[config.mk]
export PLATFORM = sky130hd
export DESIGN_NAME = serial_display_frame_receiver_unit
export DESIGN_NICKNAME = d
export VERILOG_FILES = /design/src/sdfr_pkg.sv /design/src/sdfr_regs.sv /design/src/sdfr_parse.sv /design/src/sdfr_out.sv /design/src/serial_display_frame_receiver_unit.sv
export SDC_FILE = /design/constraint.sdc
export NUM_CORES = 1
export LEC_CHECK = 0
export BUFFER_PORTS_ARGS = -buffer_cell sky130_fd_sc_hd__buf_2
export CAP_MARGIN = 5
export CORE_MARGIN = 10
export CORE_UTILIZATION = 40
export DETAILED_ROUTE_END_ITERATION = 12
export SETUP_SLACK_MARGIN = 0.1
export SYNTH_ARGS = -nofsm -noshare
export SYNTH_HDL_FRONTEND = slang
export SYNTH_SLANG_ARGS = --single-unit
[constraint.sdc]
create_clock -name clk -period 4.54 [get_ports clk]
set_input_delay 0.454 -clock clk [delete_from_list [all_inputs] [get_ports clk]]
set_output_delay 0.454 -clock clk [all_outputs]
set_load 0.02 [all_outputs]
[src/sdfr_pkg.sv]
// sdfr_pkg: types, register map, status codes and field check functions
// for the serial display frame receiver; no dependencies
`timescale 1ns / 1ps

package sdfr_pkg;

  // receive buffer size, the frame length must stay below this minus three
  localparam int BUFFER_BYTES = 64;
  localparam int LEN_LIMIT    = BUFFER_BYTES - 3;

  localparam int ADDR_W = 5;

  typedef enum logic [2:0] {
    REG_HEADER_FIRST     = 3'd0,
    REG_HEADER_SECOND    = 3'd1,
    REG_GARBAGE_LIMIT    = 3'd2,
    REG_CHECK_MODE       = 3'd3,
    REG_EXPECTED_COMMAND = 3'd4,
    REG_EXPECTED_ADDRESS = 3'd5,
    REG_EXPECTED_COUNT   = 3'd6,
    REG_UNUSED           = 3'd7
  } reg_index_t;

  typedef enum logic [1:0] {
    MODE_NONE = 2'd0,
    MODE_REG  = 2'd1,
    MODE_RAM  = 2'd2,
    MODE_RSVD = 2'd3
  } check_mode_t;

  typedef enum logic [1:0] {
    PH_HUNT  = 2'd0,
    PH_HEAD2 = 2'd1,
    PH_LEN   = 2'd2,
    PH_BODY  = 2'd3
  } phase_t;

  typedef enum logic [2:0] {
    STAT_BODY       = 3'd0,
    STAT_OK         = 3'd1,
    STAT_NO_HEADER  = 3'd2,
    STAT_BAD_HEADER = 3'd3,
    STAT_TOO_LONG   = 3'd4,
    STAT_CMD        = 3'd5,
    STAT_ADDR       = 3'd6,
    STAT_CNT        = 3'd7
  } status_t;

  // mismatch flag bits
  localparam int MIS_CMD  = 0;
  localparam int MIS_ADDR = 1;
  localparam int MIS_CNT  = 2;

  typedef struct packed {
    logic [7:0]  header_first;
    logic [7:0]  header_second;
    logic [3:0]  garbage_limit;
    check_mode_t check_mode;
    logic [7:0]  expected_command;
    logic [15:0] expected_address;
    logic [7:0]  expected_count;
  } cfg_t;

  typedef struct packed {
    logic       has_data;
    logic [7:0] data_byte;
    logic [7:0] byte_index;
    logic       last;
    status_t    status;
  } result_t;

  // compare one body byte with the field expected at its position
  function automatic logic [2:0] check_byte(logic [7:0] idx, logic [7:0] b, cfg_t cfg);
    logic [2:0] f;
    f = 3'b000;
    case (cfg.check_mode)
      MODE_REG: begin
        if (idx == 8'd0 && b != cfg.expected_command) f[MIS_CMD] = 1'b1;
        if (idx == 8'd1 && b != cfg.expected_address[7:0]) f[MIS_ADDR] = 1'b1;
        if (idx == 8'd2 && b != cfg.expected_count) f[MIS_CNT] = 1'b1;
      end
      MODE_RAM: begin
        if (idx == 8'd0 && b != cfg.expected_command) f[MIS_CMD] = 1'b1;
        if (idx == 8'd1 && b != cfg.expected_address[15:8]) f[MIS_ADDR] = 1'b1;
        if (idx == 8'd2 && b != cfg.expected_address[7:0]) f[MIS_ADDR] = 1'b1;
        if (idx == 8'd3 && b != cfg.expected_count) f[MIS_CNT] = 1'b1;
      end
      default: f = 3'b000;
    endcase
    return f;
  endfunction

  // fields that a body of len bytes cannot hold
  function automatic logic [2:0] check_missing(logic [8:0] len, check_mode_t mode);
    logic [2:0] f;
    f = 3'b000;
    case (mode)
      MODE_REG: begin
        f[MIS_CMD]  = (len < 9'd1);
        f[MIS_ADDR] = (len < 9'd2);
        f[MIS_CNT]  = (len < 9'd3);
      end
      MODE_RAM: begin
        f[MIS_CMD]  = (len < 9'd1);
        f[MIS_ADDR] = (len < 9'd3);
        f[MIS_CNT]  = (len < 9'd4);
      end
      default: f = 3'b000;
    endcase
    return f;
  endfunction

  function automatic status_t final_status(logic [2:0] flags);
    status_t s;
    if (flags[MIS_CMD]) s = STAT_CMD;
    else if (flags[MIS_ADDR]) s = STAT_ADDR;
    else if (flags[MIS_CNT]) s = STAT_CNT;
    else s = STAT_OK;
    return s;
  endfunction

endpackage

[src/sdfr_regs.sv]
// sdfr_regs: APB-style configuration registers of the frame receiver
// depends on sdfr_pkg
`timescale 1ns / 1ps

module sdfr_regs (
  input  logic                      clk,
  input  logic                      rst,
  input  logic                      psel,
  input  logic                      penable,
  input  logic                      pwrite,
  input  logic [sdfr_pkg::ADDR_W-1:0] paddr,
  input  logic [31:0]               pwdata,
  output logic [31:0]               prdata,
  output logic                      pready,
  output sdfr_pkg::cfg_t            cfg
);

  sdfr_pkg::reg_index_t idx;
  logic                 wr_en;

  assign idx    = sdfr_pkg::reg_index_t'(paddr[4:2]);
  assign wr_en  = psel && penable && pwrite;
  assign pready = 1'b1;

  always_ff @(posedge clk) begin
    if (rst) begin
      cfg.header_first     <= 8'h5A;
      cfg.header_second    <= 8'hA5;
      cfg.garbage_limit    <= 4'd5;
      cfg.check_mode       <= sdfr_pkg::MODE_NONE;
      cfg.expected_command <= 8'h83;
      cfg.expected_address <= 16'h0000;
      cfg.expected_count   <= 8'h00;
    end else if (wr_en) begin
      case (idx)
        sdfr_pkg::REG_HEADER_FIRST:     cfg.header_first     <= pwdata[7:0];
        sdfr_pkg::REG_HEADER_SECOND:    cfg.header_second    <= pwdata[7:0];
        sdfr_pkg::REG_GARBAGE_LIMIT:    cfg.garbage_limit    <= pwdata[3:0];
        sdfr_pkg::REG_CHECK_MODE:
          cfg.check_mode <= sdfr_pkg::check_mode_t'(pwdata[1:0]);
        sdfr_pkg::REG_EXPECTED_COMMAND: cfg.expected_command <= pwdata[7:0];
        sdfr_pkg::REG_EXPECTED_ADDRESS: cfg.expected_address <= pwdata[15:0];
        sdfr_pkg::REG_EXPECTED_COUNT:   cfg.expected_count   <= pwdata[7:0];
        default: ;
      endcase
    end
  end

  always_comb begin
    case (idx)
      sdfr_pkg::REG_HEADER_FIRST:     prdata = {24'd0, cfg.header_first};
      sdfr_pkg::REG_HEADER_SECOND:    prdata = {24'd0, cfg.header_second};
      sdfr_pkg::REG_GARBAGE_LIMIT:    prdata = {28'd0, cfg.garbage_limit};
      sdfr_pkg::REG_CHECK_MODE:       prdata = {30'd0, cfg.check_mode};
      sdfr_pkg::REG_EXPECTED_COMMAND: prdata = {24'd0, cfg.expected_command};
      sdfr_pkg::REG_EXPECTED_ADDRESS: prdata = {16'd0, cfg.expected_address};
      sdfr_pkg::REG_EXPECTED_COUNT:   prdata = {24'd0, cfg.expected_count};
      default:                        prdata = 32'd0;
    endcase
  end

endmodule

[src/sdfr_parse.sv]
// sdfr_parse: input register, frame state and per-byte parse logic
// depends on sdfr_pkg
`timescale 1ns / 1ps

module sdfr_parse (
  input  logic                clk,
  input  logic                rst,
  input  sdfr_pkg::cfg_t      cfg,
  input  logic                in_valid,
  output logic                in_stall,
  input  logic [7:0]          rx_byte,
  input  logic                res_ready,
  output logic                res_valid,
  output sdfr_pkg::result_t   res
);

  logic       in_full;
  logic [7:0] in_byte;
  logic       advance;
  logic       emit;

  sdfr_pkg::phase_t phase, phase_next;
  logic [3:0] garbage_count, garbage_count_next;
  logic [7:0] bytes_left, bytes_left_next;
  logic [7:0] body_index, body_index_next;
  logic [2:0] mismatch_flags, mismatch_flags_next;

  logic [3:0] gc_inc;
  logic [7:0] bl_dec;
  logic [2:0] flags;

  // the held byte is parsed once the result slot can take its outcome
  assign advance   = in_full && res_ready;
  assign in_stall  = in_full && !advance;
  assign res_valid = advance && emit;

  always_ff @(posedge clk) begin
    if (rst) begin
      in_full <= 1'b0;
    end else if (in_valid && !in_stall) begin
      in_full <= 1'b1;
    end else if (advance) begin
      in_full <= 1'b0;
    end
  end

  always_ff @(posedge clk) begin
    if (in_valid && !in_stall) begin
      in_byte <= rx_byte;
    end
  end

  always_ff @(posedge clk) begin
    if (rst) begin
      phase          <= sdfr_pkg::PH_HUNT;
      garbage_count  <= 4'd0;
      bytes_left     <= 8'd0;
      body_index     <= 8'd0;
      mismatch_flags <= 3'd0;
    end else if (advance) begin
      phase          <= phase_next;
      garbage_count  <= garbage_count_next;
      bytes_left     <= bytes_left_next;
      body_index     <= body_index_next;
      mismatch_flags <= mismatch_flags_next;
    end
  end

  always_comb begin
    phase_next          = phase;
    garbage_count_next  = garbage_count;
    bytes_left_next     = bytes_left;
    body_index_next     = body_index;
    mismatch_flags_next = mismatch_flags;
    emit                = 1'b0;
    res                 = '{has_data: 1'b0, data_byte: 8'd0, byte_index: 8'd0,
                            last: 1'b0, status: sdfr_pkg::STAT_BODY};
    gc_inc              = garbage_count + 4'd1;
    bl_dec              = bytes_left - 8'd1;
    flags               = mismatch_flags | sdfr_pkg::check_byte(body_index, in_byte, cfg);

    case (phase)
      sdfr_pkg::PH_HUNT: begin
        if (in_byte == cfg.header_first) begin
          garbage_count_next = 4'd0;
          phase_next         = sdfr_pkg::PH_HEAD2;
        end else if (gc_inc >= cfg.garbage_limit) begin
          // a limit of zero trips on the first garbage byte, like one
          garbage_count_next = 4'd0;
          emit               = 1'b1;
          res.last           = 1'b1;
          res.status         = sdfr_pkg::STAT_NO_HEADER;
        end else begin
          garbage_count_next = gc_inc;
        end
      end
      sdfr_pkg::PH_HEAD2: begin
        if (in_byte != cfg.header_second) begin
          phase_next = sdfr_pkg::PH_HUNT;
          emit       = 1'b1;
          res.last   = 1'b1;
          res.status = sdfr_pkg::STAT_BAD_HEADER;
        end else begin
          phase_next = sdfr_pkg::PH_LEN;
        end
      end
      sdfr_pkg::PH_LEN: begin
        if ({1'b0, in_byte} >= 9'(sdfr_pkg::LEN_LIMIT)) begin
          phase_next = sdfr_pkg::PH_HUNT;
          emit       = 1'b1;
          res.last   = 1'b1;
          res.status = sdfr_pkg::STAT_TOO_LONG;
        end else begin
          mismatch_flags_next = 3'd0;
          body_index_next     = 8'd0;
          if (in_byte == 8'd0) begin
            // empty body ends the frame with no data byte
            mismatch_flags_next = sdfr_pkg::check_missing(9'd0, cfg.check_mode);
            phase_next          = sdfr_pkg::PH_HUNT;
            emit                = 1'b1;
            res.last            = 1'b1;
            res.status          = sdfr_pkg::final_status(mismatch_flags_next);
          end else begin
            bytes_left_next = in_byte;
            phase_next      = sdfr_pkg::PH_BODY;
          end
        end
      end
      sdfr_pkg::PH_BODY: begin
        bytes_left_next = bl_dec;
        body_index_next = body_index + 8'd1;
        emit            = 1'b1;
        res.has_data    = 1'b1;
        res.data_byte   = in_byte;
        res.byte_index  = body_index;
        if (bl_dec == 8'd0) begin
          flags      = flags | sdfr_pkg::check_missing({1'b0, body_index} + 9'd1,
                                                       cfg.check_mode);
          phase_next = sdfr_pkg::PH_HUNT;
          res.last   = 1'b1;
          res.status = sdfr_pkg::final_status(flags);
        end
        mismatch_flags_next = flags;
      end
      default: phase_next = sdfr_pkg::PH_HUNT;
    endcase
  end

endmodule

[src/sdfr_out.sv]
// sdfr_out: result register holding one result until the sink takes it
// depends on sdfr_pkg
`timescale 1ns / 1ps

module sdfr_out (
  input  logic              clk,
  input  logic              rst,
  input  logic              res_valid,
  input  sdfr_pkg::result_t res,
  output logic              res_ready,
  output logic              out_valid,
  input  logic              out_stall,
  output sdfr_pkg::result_t out_res
);

  logic out_full;

  assign out_valid = out_full;
  assign res_ready = !out_full || !out_stall;

  always_ff @(posedge clk) begin
    if (rst) begin
      out_full <= 1'b0;
    end else if (res_valid) begin
      out_full <= 1'b1;
    end else if (!out_stall) begin
      out_full <= 1'b0;
    end
  end

  always_ff @(posedge clk) begin
    if (res_valid) begin
      out_res <= res;
    end
  end

endmodule

[src/serial_display_frame_receiver_unit.sv]
// serial_display_frame_receiver_unit: top level of the serial frame receiver
// depends on sdfr_pkg, sdfr_regs, sdfr_parse, sdfr_out
`timescale 1ns / 1ps

// Takes one received byte per cycle while the input is not stalled and
// returns zero or one result per byte. A byte is registered on transfer,
// parsed against the frame state once the output register can take its
// result, and its result lands in the output register. Input stalls only
// when both the input register and the output register are full and the
// output is stalled. Configuration is to be written by the user through
// the APB-style port only while the block is idle; the block does not enforce it.

module serial_display_frame_receiver_unit (
  input  logic                      clk,
  input  logic                      rst,
  input  logic                      psel,
  input  logic                      penable,
  input  logic                      pwrite,
  input  logic [sdfr_pkg::ADDR_W-1:0] paddr,
  input  logic [31:0]               pwdata,
  output logic [31:0]               prdata,
  output logic                      pready,
  input  logic                      in_valid,
  output logic                      in_stall,
  input  logic [7:0]                rx_byte,
  output logic                      out_valid,
  input  logic                      out_stall,
  output logic                      has_data,
  output logic [7:0]                data_byte,
  output logic [7:0]                byte_index,
  output logic                      last,
  output logic [2:0]                status
);

  sdfr_pkg::cfg_t    cfg;
  sdfr_pkg::result_t res;
  sdfr_pkg::result_t out_res;
  logic              res_valid;
  logic              res_ready;

  sdfr_regs u_regs (
    .clk     (clk),
    .rst     (rst),
    .psel    (psel),
    .penable (penable),
    .pwrite  (pwrite),
    .paddr   (paddr),
    .pwdata  (pwdata),
    .prdata  (prdata),
    .pready  (pready),
    .cfg     (cfg)
  );

  sdfr_parse u_parse (
    .clk       (clk),
    .rst       (rst),
    .cfg       (cfg),
    .in_valid  (in_valid),
    .in_stall  (in_stall),
    .rx_byte   (rx_byte),
    .res_ready (res_ready),
    .res_valid (res_valid),
    .res       (res)
  );

  sdfr_out u_out (
    .clk       (clk),
    .rst       (rst),
    .res_valid (res_valid),
    .res       (res),
    .res_ready (res_ready),
    .out_valid (out_valid),
    .out_stall (out_stall),
    .out_res   (out_res)
  );

  assign has_data   = out_res.has_data;
  assign data_byte  = out_res.data_byte;
  assign byte_index = out_res.byte_index;
  assign last       = out_res.last;
  assign status     = out_res.status;

endmodule

==> results.toml <==
[outcome]
status = "finished, final reports clean"

[cts]
h_tree_level_count = 3
cts.repair_timing.setup_buffer_count = 0
clock-sinks = 110
clkSlewWorstSetupHoldPaths_ns = 0.07
cts_max_path_buffers = 2
cts_root_buffer = "sky130_fd_sc_hd__clkbuf_16"
number_of_gates_given_a_new_drive_strength_after_cts = 0
hold_bufs_inserted_after_cts = 0
tritoncts = "yes"
cts-buffers-inserted = 9
worstSkewPairLatency_ns = 0.36

[power]
power_switching_mw = 0.501
p_seq_share_pct = 50.6
p_clk_share_pct = 42.3
switching_share_pct = 24.5
leakagePower_nw = 2.76
power.share.combinational_pct = 7.1
power.total_mw = 2.05
max-vdd-ir-drop_mv = 0.179
cell_internal_pwr_mw = 1.55
power_per_cell_area_nw_per_um2 = 304

[sta]
max-slew-margin-rel_pct = 27.5
report.final.hold_viol_count = 0
period_minus_slack_ns = 3.13
whs_ns = 0.268
grt_setup_unrepaired = "no"
timing.final.max_slew_violations = 0
setup_ws_ns = 1.41
skew_ns = 0.00754
timing.setup.tns_ns = 0
achievable-frequency_mhz = 320
max_slew.worst_pin.slew_ns = 1.09
fin_crit_sh_pct = 68.8
setup-violations-final = 0

[critical_path]
crit_buf_inv = 0
critPathMaxStageDelay_ns = 0.86
criticalPathCategory = "reg2reg"
crit-reg2reg-capture = "u_out.out_res[4]$_SDFFCE_PN0P_"
timing.critical_path.from_type = "register"
worst-path-stages = 8
critPathTopFamily = "compound AO/OA/AOI/OAI gates"
worst_ep_arrival_time_ns = 3.10
critical-path-top-cell-by-count = "sky130_fd_sc_hd__ha_1"
worst_setup_path_endpoint = "u_out.out_res[4]$_SDFFCE_PN0P_"
worst_path_fanout_max = 21
cp_slowest_cell = "sky130_fd_sc_hd__a21oi_2"
worstRegToRegCells = 8
setup.worst_path.start = "u_parse.garbage_count[0]$_SDFFE_PP0P_"
timing.rr.start = "u_parse.garbage_count[0]$_SDFFE_PP0P_"
r2r_setup_slack_ns = 1.41
cp_cell_instances = "ha_1, xor2_1, ha_1, nand2_1, o21a_1, o31a_1, or2_2, a21oi_2"
critPathCaptureType = "register"
cp.required_ns = 4.52

[synthesis]
postSynthCellCount = 695
adder_cell_area_share_of_the_yosys_netlist_pct = 2.87
synth_area_per_cell_um2 = 8.79
yosysMostFrequentCell = "sky130_fd_sc_hd__nand2_1"
yosys_warnings = 0
synthMuxAreaShare_pct = 6.74
postSynthRegisterBits = 110
post_synth_top_flop = "sky130_fd_sc_hd__dfxtp_1"
ys_types = 59
ys_seq_area_share_pct = 40.8
post_synth_main_area_contributors = "sky130_fd_sc_hd__dfxtp_1 (27%), sky130_fd_sc_hd__edfxtp_1 (14%), sky130_fd_sc_hd__nand2_1 (5.3%)"
synth-compound-area-share_pct = 13.5
ys_async_sr_fraction_pct = 0
synth_simple_gate_area_share_pct = 21.2
post-synth-top-area-cell = "sky130_fd_sc_hd__dfxtp_1"
combinational_family_with_the_most_area_after_synthesis = "simple AND/OR/NAND/NOR gates"
mappedNetlistArea_um2 = 6110
yosys.area.top_type_share_pct = 26.5
synthXorXnorAreaFrac_pct = 7.84
synth_top_cells_by_count = "sky130_fd_sc_hd__nand2_1 (87), sky130_fd_sc_hd__dfxtp_1 (81), sky130_fd_sc_hd__nor2_1 (75)"
synth_enable_flop_cells = 29

[route]
detail_route.vias_per_cell = 5.49
ant_nets = 0
detailedRoute.firstIterationViolations = 477
drt_first_pass_iters = 7
drc_errors = 0
routed_wl_um = 16900
detail_route.wl_per_cell_um = 18.2
dr_total_vias = 5081

[global_routing]
maximum_number_of_pins_on_one_net_before_global_route_repair = 44
combined_global_route_utilization_of_all_metal_layers_pct = 16.5
grt_pass1_wl_um = 26900
via_count_of_the_first_global_routing_pass = 4979
grt_antenna_before_repair = 1
global_route_congestion_overflow_total = 0

[placement]
gpl.final_weighted_congestion = 0.934
half_perimeter_wire_length_after_detailed_placement_um = 12500
io_buffers = 72
pre_cts_ws_ns = 1.38

[final_layout]
fin_util_pct = 44.7
area_overhead_vs_synth_pct = 10.5
nets = 799
layout-drive-gt1-share_pct = 14.5
number_of_antenna_cells_inserted = 0

[die]
start_util_pct = 40.5
die_height_um = 144
fp-row-count = 45
core_um2 = 15100
design.die.area_um2 = 20600
fp.dieW_um = 144
pin_count = 108

[run]
drv_cap = 0

[worst_hold_path]
worst_hold_path_type = "in2reg"
-- logic make-up (layout without fill, tap and decap cells) --
logic type	count (synthesis)	after routing
simple gates	269	269
compound gates	131	131
flops	110	110
buf+inv	80	108
xor+xnor	53	53
mux	36	36
fa+ha+maj	14	14
other cells	2	17
-- per-stage QoR --
step / std cells / cell area, µm²
2_1_floorplan: 710 / 6170
3_3_place_gp: 910 / 6430
3_5_place_dp: 910 / 6430
4_1_cts: 926 / 6750
5_1_grt: 926 / 6750
6_report: 926 / 6750
-- registers in the layout (all words and copies together), names as in the netlist, 2 cells and up --
| register | count |
|---|---|
| u_parse.phase | 2 |
| u_regs.cfg | 54 |
| u_parse.mismatch_flags | 3 |
| u_parse.garbage_count | 4 |
| u_parse.in_byte | 8 |
| u_parse.body_index | 8 |
| u_parse.bytes_left | 8 |
| u_out.out_res | 21 |
-- cell type report --
class,count,area (µm²)
repair buffers,74,375
clock buffers,9,225
clock inverters,7,97.6
multi-input cells,520,3260
fillers,1503,8340
flip-flops and latches,110,2490
well taps,188,235
inverters,18,67.6
-- worst min path at each step --
stage	startpoint	end	slack, ns	cells after the start
floorplan	u_parse.mismatch_flags[1]$_SDFFE_PP0P_	u_parse.mismatch_flags[1]$_SDFFE_PP0P_	0.46	2
global placement	u_regs.cfg[21]$_SDFFE_PP0P_	u_regs.cfg[21]$_SDFFE_PP0P_	0.47	2
detailed placement	u_regs.cfg[17]$_SDFFE_PP0P_	u_regs.cfg[17]$_SDFFE_PP0P_	0.48	2
CTS	rx_byte[1]	u_parse.in_byte[1]$_DFFE_PP_	0.26	1
global route	rx_byte[1]	u_parse.in_byte[1]$_DFFE_PP_	0.26	1
finish	rx_byte[3]	u_parse.in_byte[3]$_DFFE_PP_	0.27	1
-- layer usage --
metal / GRT usage, % / part of all wire, % / vias to the layer above
met3: 4.06 / 6.5 / 29
met4: 6.23 / 2.1 / 2
met1: 21.2 / 46 / 2402
li1: - / - / 2481
met5: 0 / 0.047 / -
met2: 26.3 / 46 / 167
-- power by group through the flow --
stage,registers (mW),logic (mW),clock network (mW)
after global placement,1.06,0.142,0
after global routing,1.04,0.160,0.921
after floorplan,1.04,0.125,0
final,1.04,0.146,0.867
after CTS,1.04,0.145,0.881
after detailed placement,1.06,0.145,0
-- cell usage in the layout (no fill, tap or decap), drive strengths merged, types with 3 or more instances in the layout --
master | synthesis | routed
xor2 | 34 | 34
ha | 14 | 14
a22oi | 8 | 8
a211oi | 8 | 8
dfxtp | 81 | 81
a21o | 3 | 3
nand2 | 87 | 87
nor3 | 5 | 5
or2 | 3 | 3
nor4 | 15 | 15
nand4 | 7 | 7
inv | 18 | 19
nand3 | 17 | 17
buf | 30 | 74
edfxtp | 29 | 29
and4 | 3 | 3
mux4 | 4 | 4
a21boi | 3 | 3
o21ai | 31 | 31
or3 | 5 | 5
nor3b | 3 | 3
a22o | 5 | 5
a311oi | 3 | 3
nand3b | 5 | 5
conb | 2 | 17
nand2b | 5 | 5
nor2b | 5 | 5
o211ai | 3 | 3
a211o | 6 | 6
xnor2 | 19 | 19
nor2 | 75 | 75
and3 | 29 | 29
mux2i | 31 | 31
a21oi | 43 | 43
clkbuf | 32 | 9
a31oi | 4 | 4
-- worst register-to-register path, cell delays in order, from the launching register on --
cell and delay [ns]:
sky130_fd_sc_hd__dfxtp_1 0.36, sky130_fd_sc_hd__ha_1 0.22, sky130_fd_sc_hd__xor2_1 0.17, sky130_fd_sc_hd__ha_1 0.29, sky130_fd_sc_hd__nand2_1 0.04, sky130_fd_sc_hd__o21a_1 0.20, sky130_fd_sc_hd__o31a_1 0.30, sky130_fd_sc_hd__or2_2 0.30
sky130_fd_sc_hd__a21oi_2 0.86
No activity file was read; power rests on OpenSTA's default activity.
